<file path="src/rtl/core/mme_pkg.sv">
// Shared types and constants of the matrix multiply engine.
package mme_pkg;

    localparam int unsigned QUEUE_DEPTH = 4;
    localparam int unsigned QUEUE_AW    = 2;

    localparam logic [1:0] ACT_LOAD_A  = 2'd0;
    localparam logic [1:0] ACT_LOAD_B  = 2'd1;
    localparam logic [1:0] ACT_COMPUTE = 2'd2;

    localparam logic [1:0] REG_ROWS_A = 2'd0;
    localparam logic [1:0] REG_COLS_A = 2'd1;
    localparam logic [1:0] REG_ROWS_B = 2'd2;
    localparam logic [1:0] REG_COLS_B = 2'd3;

    typedef enum logic [1:0] {
        CMD_LOAD_A,
        CMD_LOAD_B,
        CMD_COMPUTE
    } cmd_kind_t;

    typedef struct packed {
        cmd_kind_t          kind;
        logic [2:0]         row;
        logic [2:0]         col;
        logic signed [15:0] value;
    } cmd_t;

    // Clamped matrix dimensions, each 1..8
    typedef struct packed {
        logic [3:0] rows_a;
        logic [3:0] cols_a;
        logic [3:0] rows_b;
        logic [3:0] cols_b;
    } dims_t;

    typedef enum logic [1:0] {
        ST_IDLE,
        ST_ISSUE,
        ST_DRAIN,
        ST_MISMATCH
    } back_state_t;

endpackage

</file>
<file path="src/rtl/core/matrix_multiply_engine_unit.sv">
// Top level of the matrix multiply engine: configuration registers and the two halves.
//
//  Channel | Direction | Handshake          | Payload
//  --------+-----------+--------------------+---------------------------------------
//  s_*     | in        | s_tvalid/s_tready  | s_tdata: action, row, col, value
//  m_*     | out       | m_tvalid/m_tready  | m_tdata: product, out_row, out_col;
//          |           |                    | m_tlast: last; m_tuser: mismatch
//  cfg_*   | in        | cfg_valid/cfg_ready| cfg_index, cfg_data (always ready)
//
//  A load is written into its element store as it leaves the queue; a compute issues one
//  multiply-accumulate per cycle while the result slot is not blocked, through a
//  read/multiply/accumulate pipeline fed by the single read port of each element store.
//  A mismatch compute yields its single item once the result slot is free after it leaves the queue.
//  A four-entry command queue lets loads and computes be accepted while work is running.
//  Reset clears control state and sets all dimensions to 1; element stores are not cleared.
//  A stalled output holds the pipeline; the queue keeps accepting until it fills.
module matrix_multiply_engine_unit
    import mme_pkg::*;
#(
    parameter int unsigned MAX_DIM = 8
)
(
    input  logic        clk,
    input  logic        rst_n,
    input  logic        s_tvalid,
    output logic        s_tready,
    input  logic [23:0] s_tdata,   // action[1:0], row[4:2], col[7:5], value[23:8]
    output logic        m_tvalid,
    input  logic        m_tready,
    output logic [39:0] m_tdata,   // product[33:0], out_row[36:34], out_col[39:37]
    output logic        m_tlast,   // last
    output logic        m_tuser,   // mismatch
    input  logic        cfg_valid,
    output logic        cfg_ready,
    input  logic [1:0]  cfg_index,
    input  logic [3:0]  cfg_data
);

    localparam int unsigned DIM_CAP = (MAX_DIM < 8) ? MAX_DIM : 8;
    localparam logic [3:0]  CAP_W   = 4'(DIM_CAP);

    logic [3:0] rows_a_reg;
    logic [3:0] cols_a_reg;
    logic [3:0] rows_b_reg;
    logic [3:0] cols_b_reg;
    dims_t      dims;
    logic       cmd_valid;
    cmd_t       cmd;
    logic       cmd_pop;

    function automatic logic [3:0] clamp_dim(input logic [3:0] v);
        logic [3:0] r;
        if (v == 4'd0)
        begin
            r = 4'd1;
        end
        else if (v > CAP_W)
        begin
            r = CAP_W;
        end
        else
        begin
            r = v;
        end
        return r;
    endfunction

    assign cfg_ready = 1'b1;

    always_ff @(posedge clk or negedge rst_n)
    begin
        if (!rst_n)
        begin
            rows_a_reg <= 4'd1;
            cols_a_reg <= 4'd1;
            rows_b_reg <= 4'd1;
            cols_b_reg <= 4'd1;
        end
        else if (cfg_valid && cfg_ready)
        begin
            case (cfg_index)
                REG_ROWS_A: rows_a_reg <= cfg_data;
                REG_COLS_A: cols_a_reg <= cfg_data;
                REG_ROWS_B: rows_b_reg <= cfg_data;
                REG_COLS_B: cols_b_reg <= cfg_data;
                default:    rows_a_reg <= rows_a_reg;
            endcase
        end
    end

    assign dims.rows_a = clamp_dim(rows_a_reg);
    assign dims.cols_a = clamp_dim(cols_a_reg);
    assign dims.rows_b = clamp_dim(rows_b_reg);
    assign dims.cols_b = clamp_dim(cols_b_reg);

    mme_front #(
        .MAX_DIM (MAX_DIM)
    ) u_front (
        .clk       (clk),
        .rst_n     (rst_n),
        .s_tvalid  (s_tvalid),
        .s_tready  (s_tready),
        .s_tdata   (s_tdata),
        .cmd_valid (cmd_valid),
        .cmd       (cmd),
        .cmd_pop   (cmd_pop)
    );

    mme_back #(
        .MAX_DIM (MAX_DIM)
    ) u_back (
        .clk       (clk),
        .rst_n     (rst_n),
        .dims      (dims),
        .cmd_valid (cmd_valid),
        .cmd       (cmd),
        .cmd_pop   (cmd_pop),
        .m_tvalid  (m_tvalid),
        .m_tready  (m_tready),
        .m_tdata   (m_tdata),
        .m_tlast   (m_tlast),
        .m_tuser   (m_tuser)
    );

endmodule

</file>
<file path="src/rtl/core/mme_front.sv">
// Input side: accepts items, drops unused ones and queues commands.
module mme_front
    import mme_pkg::*;
#(
    parameter int unsigned MAX_DIM = 8
)
(
    input  logic        clk,
    input  logic        rst_n,
    input  logic        s_tvalid,
    output logic        s_tready,
    input  logic [23:0] s_tdata,   // action[1:0], row[4:2], col[7:5], value[23:8]
    output logic        cmd_valid,
    output cmd_t        cmd,
    input  logic        cmd_pop
);

    cmd_t                q_mem [QUEUE_DEPTH];
    logic [QUEUE_AW-1:0] wr_ptr_reg;
    logic [QUEUE_AW-1:0] wr_ptr_next;
    logic [QUEUE_AW-1:0] rd_ptr_reg;
    logic [QUEUE_AW-1:0] rd_ptr_next;
    logic [QUEUE_AW:0]   count_reg;
    logic [QUEUE_AW:0]   count_next;

    logic [1:0]          in_action;
    logic [2:0]          in_row;
    logic [2:0]          in_col;
    logic                in_range;
    logic                keep;
    logic                push;
    cmd_t                new_cmd;

    assign in_action = s_tdata[1:0];
    assign in_row    = s_tdata[4:2];
    assign in_col    = s_tdata[7:5];

    assign s_tready  = (count_reg != (QUEUE_AW + 1)'(QUEUE_DEPTH));
    assign cmd_valid = (count_reg != '0);
    assign cmd       = q_mem[rd_ptr_reg];

    always_comb
    begin
        in_range      = (int'(in_row) < MAX_DIM) && (int'(in_col) < MAX_DIM);
        new_cmd.row   = in_row;
        new_cmd.col   = in_col;
        new_cmd.value = s_tdata[23:8];
        new_cmd.kind  = CMD_COMPUTE;
        keep          = 1'b0;
        case (in_action)
            ACT_LOAD_A:
            begin
                new_cmd.kind = CMD_LOAD_A;
                keep         = in_range;
            end
            ACT_LOAD_B:
            begin
                new_cmd.kind = CMD_LOAD_B;
                keep         = in_range;
            end
            ACT_COMPUTE:
            begin
                new_cmd.kind = CMD_COMPUTE;
                keep         = 1'b1;
            end
            default:
            begin
                keep = 1'b0;
            end
        endcase
    end

    // Drop loads outside storage and unused actions at the door
    assign push = s_tvalid && s_tready && keep;

    always_comb
    begin
        wr_ptr_next = push ? wr_ptr_reg + 1'b1 : wr_ptr_reg;
        rd_ptr_next = cmd_pop ? rd_ptr_reg + 1'b1 : rd_ptr_reg;
        count_next  = count_reg;
        if (push && !cmd_pop)
        begin
            count_next = count_reg + 1'b1;
        end
        else if (!push && cmd_pop)
        begin
            count_next = count_reg - 1'b1;
        end
    end

    always_ff @(posedge clk or negedge rst_n)
    begin
        if (!rst_n)
        begin
            wr_ptr_reg <= '0;
            rd_ptr_reg <= '0;
            count_reg  <= '0;
        end
        else
        begin
            wr_ptr_reg <= wr_ptr_next;
            rd_ptr_reg <= rd_ptr_next;
            count_reg  <= count_next;
        end
    end

    always_ff @(posedge clk)
    begin
        if (push)
        begin
            q_mem[wr_ptr_reg] <= new_cmd;
        end
    end

endmodule

</file>
<file path="src/rtl/core/mme_back.sv">
// Execution side: element stores, multiply-accumulate pipeline, result register.
module mme_back
    import mme_pkg::*;
#(
    parameter int unsigned MAX_DIM = 8
)
(
    input  logic        clk,
    input  logic        rst_n,
    input  dims_t       dims,
    input  logic        cmd_valid,
    input  cmd_t        cmd,
    output logic        cmd_pop,
    output logic        m_tvalid,
    input  logic        m_tready,
    output logic [39:0] m_tdata,   // product[33:0], out_row[36:34], out_col[39:37]
    output logic        m_tlast,   // last
    output logic        m_tuser    // mismatch
);

    localparam int unsigned DEPTH = MAX_DIM * MAX_DIM;
    localparam int unsigned AW    = (DEPTH > 1) ? $clog2(DEPTH) : 1;
    localparam logic [AW-1:0] DIM_W = AW'(MAX_DIM);

    localparam logic signed [34:0] PROD_MAX = 35'sh1_FFFF_FFFF;
    localparam logic signed [34:0] PROD_MIN = -35'sh2_0000_0000;

    typedef struct packed {
        logic       first;
        logic       last_k;
        logic       last_elem;
        logic [2:0] i;
        logic [2:0] j;
    } tag_t;

    logic signed [15:0] mem_a [DEPTH];
    logic signed [15:0] mem_b [DEPTH];

    back_state_t state_reg;
    back_state_t state_next;
    logic [2:0]  i_reg;
    logic [2:0]  i_next;
    logic [2:0]  j_reg;
    logic [2:0]  j_next;
    logic [2:0]  k_reg;
    logic [2:0]  k_next;

    logic        wr_a;
    logic        wr_b;
    logic        issue;
    logic        load_mis;
    logic        load_pipe;
    logic        adv;
    logic        out_free;

    logic [AW-1:0] waddr;
    logic [AW-1:0] raddr_a;
    logic [AW-1:0] raddr_b;
    logic [2:0]    ra_last;
    logic [2:0]    ca_last;
    logic [2:0]    cb_last;
    tag_t          issue_tag;

    logic               s1_valid_reg;
    tag_t               s1_tag_reg;
    logic signed [15:0] a_rd_reg;
    logic signed [15:0] b_rd_reg;
    logic               s2_valid_reg;
    tag_t               s2_tag_reg;
    logic signed [31:0] prod_reg;
    logic signed [34:0] acc_reg;
    logic signed [34:0] sum;
    logic signed [33:0] sat_sum;

    logic               out_valid_reg;
    logic               out_valid_next;
    logic signed [33:0] out_prod_reg;
    logic [2:0]         out_row_reg;
    logic [2:0]         out_col_reg;
    logic               out_last_reg;
    logic               out_mis_reg;

    assign ra_last = 3'(dims.rows_a - 4'd1);
    assign ca_last = 3'(dims.cols_a - 4'd1);
    assign cb_last = 3'(dims.cols_b - 4'd1);

    assign out_free  = !out_valid_reg || m_tready;
    // Hold the whole pipeline while a finished element waits for the result slot
    assign adv       = !(s2_valid_reg && s2_tag_reg.last_k && !out_free);
    assign load_pipe = adv && s2_valid_reg && s2_tag_reg.last_k;

    assign waddr   = AW'(cmd.row) * DIM_W + AW'(cmd.col);
    assign raddr_a = AW'(i_reg) * DIM_W + AW'(k_reg);
    assign raddr_b = AW'(k_reg) * DIM_W + AW'(j_reg);

    assign issue_tag.first     = (k_reg == 3'd0);
    assign issue_tag.last_k    = (k_reg == ca_last);
    assign issue_tag.last_elem = (i_reg == ra_last) && (j_reg == cb_last);
    assign issue_tag.i         = i_reg;
    assign issue_tag.j         = j_reg;

    always_ff @(posedge clk or negedge rst_n)
    begin
        if (!rst_n)
        begin
            state_reg <= ST_IDLE;
            i_reg     <= '0;
            j_reg     <= '0;
            k_reg     <= '0;
        end
        else
        begin
            state_reg <= state_next;
            i_reg     <= i_next;
            j_reg     <= j_next;
            k_reg     <= k_next;
        end
    end

    always_comb
    begin
        state_next = state_reg;
        i_next     = i_reg;
        j_next     = j_reg;
        k_next     = k_reg;
        cmd_pop    = 1'b0;
        wr_a       = 1'b0;
        wr_b       = 1'b0;
        issue      = 1'b0;
        load_mis   = 1'b0;
        case (state_reg)
            ST_IDLE:
            begin
                if (cmd_valid)
                begin
                    cmd_pop = 1'b1;
                    case (cmd.kind)
                        CMD_LOAD_A:
                        begin
                            wr_a = 1'b1;
                        end
                        CMD_LOAD_B:
                        begin
                            wr_b = 1'b1;
                        end
                        CMD_COMPUTE:
                        begin
                            i_next = '0;
                            j_next = '0;
                            k_next = '0;
                            if (dims.cols_a != dims.rows_b)
                            begin
                                state_next = ST_MISMATCH;
                            end
                            else
                            begin
                                state_next = ST_ISSUE;
                            end
                        end
                        default:
                        begin
                            state_next = ST_IDLE;
                        end
                    endcase
                end
            end
            ST_ISSUE:
            begin
                if (adv)
                begin
                    issue = 1'b1;
                    // advance k, then j, then i
                    if (k_reg == ca_last)
                    begin
                        k_next = '0;
                        if (j_reg == cb_last)
                        begin
                            j_next = '0;
                            if (i_reg == ra_last)
                            begin
                                state_next = ST_DRAIN;
                            end
                            else
                            begin
                                i_next = i_reg + 3'd1;
                            end
                        end
                        else
                        begin
                            j_next = j_reg + 3'd1;
                        end
                    end
                    else
                    begin
                        k_next = k_reg + 3'd1;
                    end
                end
            end
            ST_DRAIN:
            begin
                if (load_pipe && s2_tag_reg.last_elem)
                begin
                    state_next = ST_IDLE;
                end
            end
            ST_MISMATCH:
            begin
                if (out_free)
                begin
                    load_mis   = 1'b1;
                    state_next = ST_IDLE;
                end
            end
            default:
            begin
                state_next = ST_IDLE;
            end
        endcase
    end

    always_ff @(posedge clk)
    begin
        if (wr_a)
        begin
            mem_a[waddr] <= cmd.value;
        end
        if (adv)
        begin
            a_rd_reg <= mem_a[raddr_a];
        end
    end

    always_ff @(posedge clk)
    begin
        if (wr_b)
        begin
            mem_b[waddr] <= cmd.value;
        end
        if (adv)
        begin
            b_rd_reg <= mem_b[raddr_b];
        end
    end

    always_ff @(posedge clk or negedge rst_n)
    begin
        if (!rst_n)
        begin
            s1_valid_reg <= 1'b0;
            s2_valid_reg <= 1'b0;
        end
        else if (adv)
        begin
            s1_valid_reg <= issue;
            s2_valid_reg <= s1_valid_reg;
        end
    end

    always_ff @(posedge clk)
    begin
        if (adv)
        begin
            s1_tag_reg <= issue_tag;
            s2_tag_reg <= s1_tag_reg;
            prod_reg   <= a_rd_reg * b_rd_reg;
            if (s2_valid_reg)
            begin
                acc_reg <= sum;
            end
        end
    end

    always_comb
    begin
        sum = (s2_tag_reg.first ? 35'sd0 : acc_reg) + {{3{prod_reg[31]}}, prod_reg};
        if (sum > PROD_MAX)
        begin
            sat_sum = PROD_MAX[33:0];
        end
        else if (sum < PROD_MIN)
        begin
            sat_sum = PROD_MIN[33:0];
        end
        else
        begin
            sat_sum = sum[33:0];
        end
    end

    always_comb
    begin
        if (load_pipe || load_mis)
        begin
            out_valid_next = 1'b1;
        end
        else if (m_tready)
        begin
            out_valid_next = 1'b0;
        end
        else
        begin
            out_valid_next = out_valid_reg;
        end
    end

    always_ff @(posedge clk or negedge rst_n)
    begin
        if (!rst_n)
        begin
            out_valid_reg <= 1'b0;
        end
        else
        begin
            out_valid_reg <= out_valid_next;
        end
    end

    always_ff @(posedge clk)
    begin
        if (load_pipe)
        begin
            out_prod_reg <= sat_sum;
            out_row_reg  <= s2_tag_reg.i;
            out_col_reg  <= s2_tag_reg.j;
            out_last_reg <= s2_tag_reg.last_elem;
            out_mis_reg  <= 1'b0;
        end
        else if (load_mis)
        begin
            out_prod_reg <= '0;
            out_row_reg  <= '0;
            out_col_reg  <= '0;
            out_last_reg <= 1'b1;
            out_mis_reg  <= 1'b1;
        end
    end

    assign m_tvalid = out_valid_reg;
    assign m_tdata  = {out_col_reg, out_row_reg, out_prod_reg};
    assign m_tlast  = out_last_reg;
    assign m_tuser  = out_mis_reg;

endmodule
</file>
<file path="config.mk">
export PLATFORM = sky130hd
export DESIGN_NAME = matrix_multiply_engine_unit
export DESIGN_NICKNAME = d
export VERILOG_FILES = /design/src/rtl/core/mme_pkg.sv /design/src/rtl/core/matrix_multiply_engine_unit.sv /design/src/rtl/core/mme_front.sv /design/src/rtl/core/mme_back.sv
export SDC_FILE = /design/constraint.sdc
export NUM_CORES = 2
export LEC_CHECK = 0
export ABC_AREA = 1
export BUFFER_PORTS_ARGS = -buffer_cell sky130_fd_sc_hd__buf_4
export CELL_PAD_IN_SITES_DETAIL_PLACEMENT = 1
export CELL_PAD_IN_SITES_GLOBAL_PLACEMENT = 1
export CORE_MARGIN = 2
export CORE_UTILIZATION = 45
export DETAILED_ROUTE_END_ITERATION = 7
export PLACE_DENSITY = 0.68
export SYNTH_ARGS = -nofsm -noshare
export SYNTH_HDL_FRONTEND = slang
export SYNTH_SLANG_ARGS = --single-unit
export TNS_END_PERCENT = 10
</file>
<file path="constraint.sdc">
create_clock -name clk -period 12.65 [get_ports clk]
set_input_delay 1.8975 -clock clk [delete_from_list [all_inputs] [get_ports clk]]
set_output_delay 1.8975 -clock clk [all_outputs]
set_load 0.05 [all_outputs]
</file>
# After elaboration in Yosys (flattened, before gate mapping)

Memory sizes are Yosys's and may differ from the RTL's. A register that Yosys moved wholly into a read port is not among the register bits.
Index checks and enable logic that the tools add are counted.

Add/sub/neg operators: 14
Multipliers: 1
Divide/modulo/power cells: 0
$lt $le $gt $ge: 6
Equality and inequality tests: 25
Shift operators: 0
Mux-type cells: 65
Bitwise gates (word level): 1
Reductions and logical operators: 44

Operators by type and width:

| operator               | number |
|---|---|
| $mux W34               | 4 |
| $mux W3                | 20 |
| $add A35 B35 Y35       | 1 |
| $gt A35 B34 Y1 const B | 1 |
| $lt A35 B34 Y1 const B | 1 |
| $mux W35               | 1 |
| $mul A16 B16 Y32       | 1 |
| $mux W1                | 22 |
| $add A6 B3 Y6          | 3 |
| $pmux W3 S2            | 3 |
| $gt A4 B4 Y1 const B   | 4 |
| $logic_not A4 Y1       | 4 |
| $mux W2                | 8 |
| $mux W4                | 4 |
| $add A3 B1 Y3 const B  | 4 |
| $eq A2 B2 Y1 const B   | 6 |
| $sub A3 B1 Y3 const B  | 4 |
| $logic_and A1 B1 Y1    | 10 |
| $ne A2 B1 Y1 const B   | 5 |
| $ne A2 B2 Y1 const B   | 5 |
| $reduce_and A2 Y1      | 5 |
| $eq A3 B3 Y1           | 3 |
| $eq A2 B1 Y1 const B   | 4 |
| $logic_not A2 Y1       | 4 |
| other kinds (17)       | 29 |

Register bits: 164
Bits in latches: 0
RAM bits: 2144
ROM bits: 0
Bits of input ports: 35
Output and inout bits: 45
Logic and storage cells: 190
Memories: 3

Memory list:

| name          | depth | bits a word | rd ports | clocked after Yosys merged registers in | write ports | line            | text |
|---|---|---|---|---|---|---|---|
| u_back.mem_a  | 64    | 16          | 1        | 1                                       | 1           | mme_back.sv:36  | `logic signed [15:0] mem_a [DEPTH];` |
| u_back.mem_b  | 64    | 16          | 1        | 1                                       | 1           | mme_back.sv:37  | `logic signed [15:0] mem_b [DEPTH];` |
| u_front.q_mem | 4     | 24          | 1        | 0                                       | 1           | mme_front.sv:18 | `cmd_t q_mem [QUEUE_DEPTH];` |

# Logic depth before layout (Yosys ltp)

Depth in word-level cells: 10
Gate-level depth with buffers: 26

# Cells and area by module

A second synthesis with hierarchy kept.

Cell total of the unflattened synthesis: 8859
Area total of the unflattened synthesis: 105223.4 µm²

Modules (own cells, without submodules):

| module                      | instances | cells each | area an instance (µm²) | seq. area each (µm²) |
|---|---|---|---|---|
| mme_back                    | 1         | 8420       | 100166.1               | 66613.9 |
| mme_front                   | 1         | 337        | 4244.1                 | 3057.9 |
| matrix_multiply_engine_unit | 1         | 102        | 813.3                  | 405.4 |

# Least setup slack after synthesis

No wires, ideal clock.

Path type: input-to-reg
Start point: in m_tready
End point: reg u_back.out_last_reg (netlist: u_back.m_tlast), enable pin
Data arrival time: 6.220 ns
Data required time: 12.113 ns
Path slack: 5.893 ns
Stages on the path: 7
Buffers on the path: 1
Cells stage by stage: nor2_1 nand3_1 nand2_1 inv_1 nand2_1 clkbuf_1 nand2_1

Cells in the longest elaborated chain, start to end: 7

RTL lines:

| item                                    | line                              | text |
|---|---|---|
| start, declared                         | matrix_multiply_engine_unit.sv:29 | `input logic m_tready,` |
| $logic_or A1 B1 Y1 (*)                  | mme_back.sv:87                    | `assign out_free = !out_valid_reg \|\| m_tready;` |
| $logic_not A1 Y1                        | mme_back.sv:89                    | `assign adv = !(s2_valid_reg && s2_tag_reg.last_k && !out_free);` |
| $logic_and A1 B1 Y1                     | mme_back.sv:89                    |  |
| $logic_not A1 Y1                        | mme_back.sv:89                    |  |
| $logic_and A1 B1 Y1 (2 in a row)        | mme_back.sv:90                    | `assign load_pipe = adv && s2_valid_reg && s2_tag_reg.last_k;` |
| $reduce_bool A2 Y1 (no source line) (*) | -                                 |  |
| end signal, assigned                    | mme_back.sv:325                   | `out_last_reg <= s2_tag_reg.last_elem;` |
| end, declared                           | mme_back.sv:80                    | `logic out_last_reg;` |

Every way passes the cells marked *; elsewhere a longest branch is shown, timed or not.
A chain may end at the register's enable or synchronous reset.

# Worst setup path in the final report

Start point: reg u_back.b_rd_reg[1] (read register of u_back.mem_b)
End point: reg u_back.prod_reg[29] (data pin)

Cells in the longest elaborated chain, start to end: 1

RTL lines:

| item                 | line            | text |
|---|---|---|
| start, declared      | mme_back.sv:67  | `logic signed [15:0] b_rd_reg;` |
| $mul A16 B16 Y32     | mme_back.sv:265 | `prod_reg <= a_rd_reg * b_rd_reg;` |
| end signal, assigned | mme_back.sv:265 |  |
| end, declared        | mme_back.sv:70  | `logic signed [31:0] prod_reg;` |

No other way between the ends.

==> results.cfg <==
[critical_path]
crit_required_ns = 13.25
cp.arrival_ns = 6.88
slowest_delay_ns = 0.75
critical_path.top_delay_family = adder cells
end_kind = flip-flop
crit_buf_inv = 3
cp-start-kind = flip-flop
cpMostUsedCell = fa_1
slowest_stage = fa_1
path_class = reg -> reg
path_cells = nand2_1 > inv_1 > fa_1 > fa_1 > fa_1 > fa_1 > fa_1 > inv_1 > fa_1 > inv_1 > ha_1 > a21oi_1 > o21ai_0 > a21oi_1 > nand3_1 > nand3_1 > nand3_1 > xor2_1
critPathMaxFanout = 16

[synthesis]
yosysWarningCount = 0
synth_nets = 9203
syn_area_sq_um = 105000
postSynthCellCount = 8776
synthArstFlopShare_pct = 1.58
synth_seq_cells = 2340
syn_area_per_cell_sq_um = 11.9
synth_edf_count = 2302
synth-main-ff-cell = edfxtp_1
yosys.cell_types.count = 52
ys_seq_area_share_pct = 66.9

[timing]
rsz0062_at_grt = no
finalMaxSlewViolations = 0
clock_skew_ns = 0.0817
setup_viol = 0
period_needed_ns = 6.28
fmax_ghz = 0.159
post-route-period-util_pct = 49.6
hold_violations = 0
slew_headroom_pct = 9.92
worst_slew_pin_slew_ns = 1.35
setup_tns_ns = 0

[clock_tree]
cts.repair.resized = 0
clk_path_buf_depth = 3
cts_tree = built
cts_setup_buffers = 0
cts_max_level = 4
ctsHoldBuffers = 0
cts-buffers-inserted = 235
clock-sinks = 2340
cts_root_buf = clkbuf_16
path_clk_slew_ns = 0.06
clk_latency_ns = 0.91

[cells_and_area]
top_regs = u_back.mem_a: 1024 flops, u_back.mem_b: 1024 flops, u_front.q_mem: 96 flops
mostFrequentLayoutCells = 2302 x edfxtp_1, 1331 x nor2_1, 1213 x o21ai_0
regArea_sq_um = 70100
drive_gt1_share_pct = 8.26
multi_input_area_sq_um = 30300
syn_to_final_growth_pct = 10.6
fillers = 23900
fin_nets = 9146
layout_commonest_cell = edfxtp_1

[grt]
grt-ovfl-total = 0
gr-usage-all-layers_pct = 26.6
grt_pass1_wl_um = 473000
grt_pass1_vias = 73000
grt_max_degree = 211
antenna_found_initial = 10

[floorplan]
top_level_ports = 80
core_area_sq_um = 232000
fp-row-count = 177
fp.dieW_um = 486
die_area_sq_um = 237000
initial_core_util_pct = 45.1
die_h_um = 486

[routing]
num_vias = 70200
route.detailed.drc = 0
via_per_inst = 5.87
wl_per_cell_um = 26.7
firstDrtPassIters = 5
drtAntennaViolNets = 0
detail_route.iter0.violations = 7583
drt-total-wl_um = 319000

[run]
max_cap_viol_count = 0

[status]
status = complete, no violations

[placed_design]
dpl.hpwl_um = 191000
portBuffers = 78
place_congestion = 0.854

[min_path]
hold_class = reg -> reg
[per-layer routing]
layer | up-vias | track usage (%) | wire [um]
met1 | 36400 | 36.7 | 135000
li1 | 30800 | - | -
met5 | - | 0 | 7
met2 | 2468 | 43.5 | 152000
met3 | 514 | 3.87 | 21800
met4 | 2 | 8.79 | 10800
[kinds of logic (layout without fill, tap and decap cells)]
logic type | count (synthesis) | in the layout | share of synthesized area (%)
flip-flops | 2340 | 2340 | 66.9
multiplexers | 1 | 1 | 0.0108
adder cells (fa/ha/maj) | 392 | 392 | 6.58
AND/OR/NAND/NOR | 2806 | 2806 | 10.7
other | 1 | 2 | 0.00358
XOR/XNOR | 74 | 74 | 0.619
buffers and inverters | 1144 | 1278 | 4.60
AO/OA/AOI/OAI | 2018 | 2018 | 10.6
[Yosys cell counts, types with 2 or more instances]
cell,instances,share of area [%]
inv_1,586,2.1
a32oi_1,4,0.033
o221ai_1,4,0.033
edfxtp_1,2302,66
dfrtp_1,33,0.79
o21ai_1,26,0.12
nand2_2,6,0.036
nor2_4,4,0.043
nand4_1,14,0.084
ha_1,128,1.5
buf_4,24,0.17
or2_2,9,0.054
a32oi_2,3,0.047
o21a_1,3,0.022
buf_1,11,0.039
a21o_1,6,0.043
o211ai_1,67,0.48
buf_2,119,0.57
nor2_2,38,0.23
or2_1,20,0.12
buf_6,34,0.37
and2_1,2,0.012
xnor2_1,25,0.21
clkinv_1,4,0.014
nand2_1,1003,3.6
nor3_1,9,0.043
a21oi_1,128,0.61
o21bai_1,28,0.20
clkbuf_1,357,1.3
dfstp_2,4,0.10
a31oi_1,6,0.036
o21ai_0,1213,5.8
nand3_1,297,1.4
nor2_1,1398,5.0
inv_2,5,0.018
fa_1,264,5.0
o22ai_1,524,3.1
a21boi_0,3,0.022
nor4_1,4,0.024
xor2_1,49,0.41
[worst register-to-register path, cell delays in order, from the launching register on]
cell and delay [ns]:
edfxtp_1 0.66, nand2_1 0.22, inv_1 0.10, fa_1 0.75, fa_1 0.50, fa_1 0.52, fa_1 0.50, fa_1 0.52
inv_1 0.05, fa_1 0.47, inv_1 0.04, ha_1 0.35, a21oi_1 0.25, o21ai_0 0.17, a21oi_1 0.20, nand3_1 0.30
nand3_1 0.17, nand3_1 0.11, xor2_1 0.16
[stage by stage]
stage | setup slack [ns] | instance area [sq um] | util (%) | instances | hold WS [ns]
2_1_floorplan | 5.89 | 105000 | - | 8776 | 0.400
3_3_place_gp | 6.48 | 108000 | 46.7 | 11500 | 0.401
3_5_place_dp | 6.38 | 108000 | 46.7 | 11500 | 0.406
4_1_cts | 6.39 | 116000 | 49.9 | 12000 | 0.421
5_1_grt | 6.08 | 116000 | 49.9 | 12000 | 0.429
6_report | 6.37 | 116000 | 49.9 | 12000 | 0.419
[path summary, 6_finish.rpt]
| kind | startpoint | endpoint | slack [ns] | cells after the start |
|---|---|---|---|---|
| max in group asynchronous | rst_n | u_back.j_reg[2] | 10.99 | 1 |
| max reg2reg | u_back.b_rd_reg[1] | u_back.prod_reg[29] | 6.37 | 18 |
| min | u_back.s1_tag_reg[2] | u_back.s2_tag_reg[2] | 0.42 | 0 |
| min reg2reg | u_back.s1_tag_reg[2] | u_back.s2_tag_reg[2] | 0.42 | 0 |
| max | u_back.b_rd_reg[1] | u_back.prod_reg[29] | 6.37 | 18 |
| min in group asynchronous | rst_n | u_front.wr_ptr_reg[0] | 1.04 | 1 |
[layout make-up]
class	count	area share [%]
flip-flops and latches	2340	60.5
clock buffers	302	5.34
well taps	3043	3.29
clock inverters	126	1.10
inverters	596	1.97
multi-input cells	5292	26.1
diodes	1	0.00216
repair buffers	254	1.70
Power is left out: the tool's default activity adds up to more than one toggle a clock period on the data nets, which glitch-free logic cannot reach.
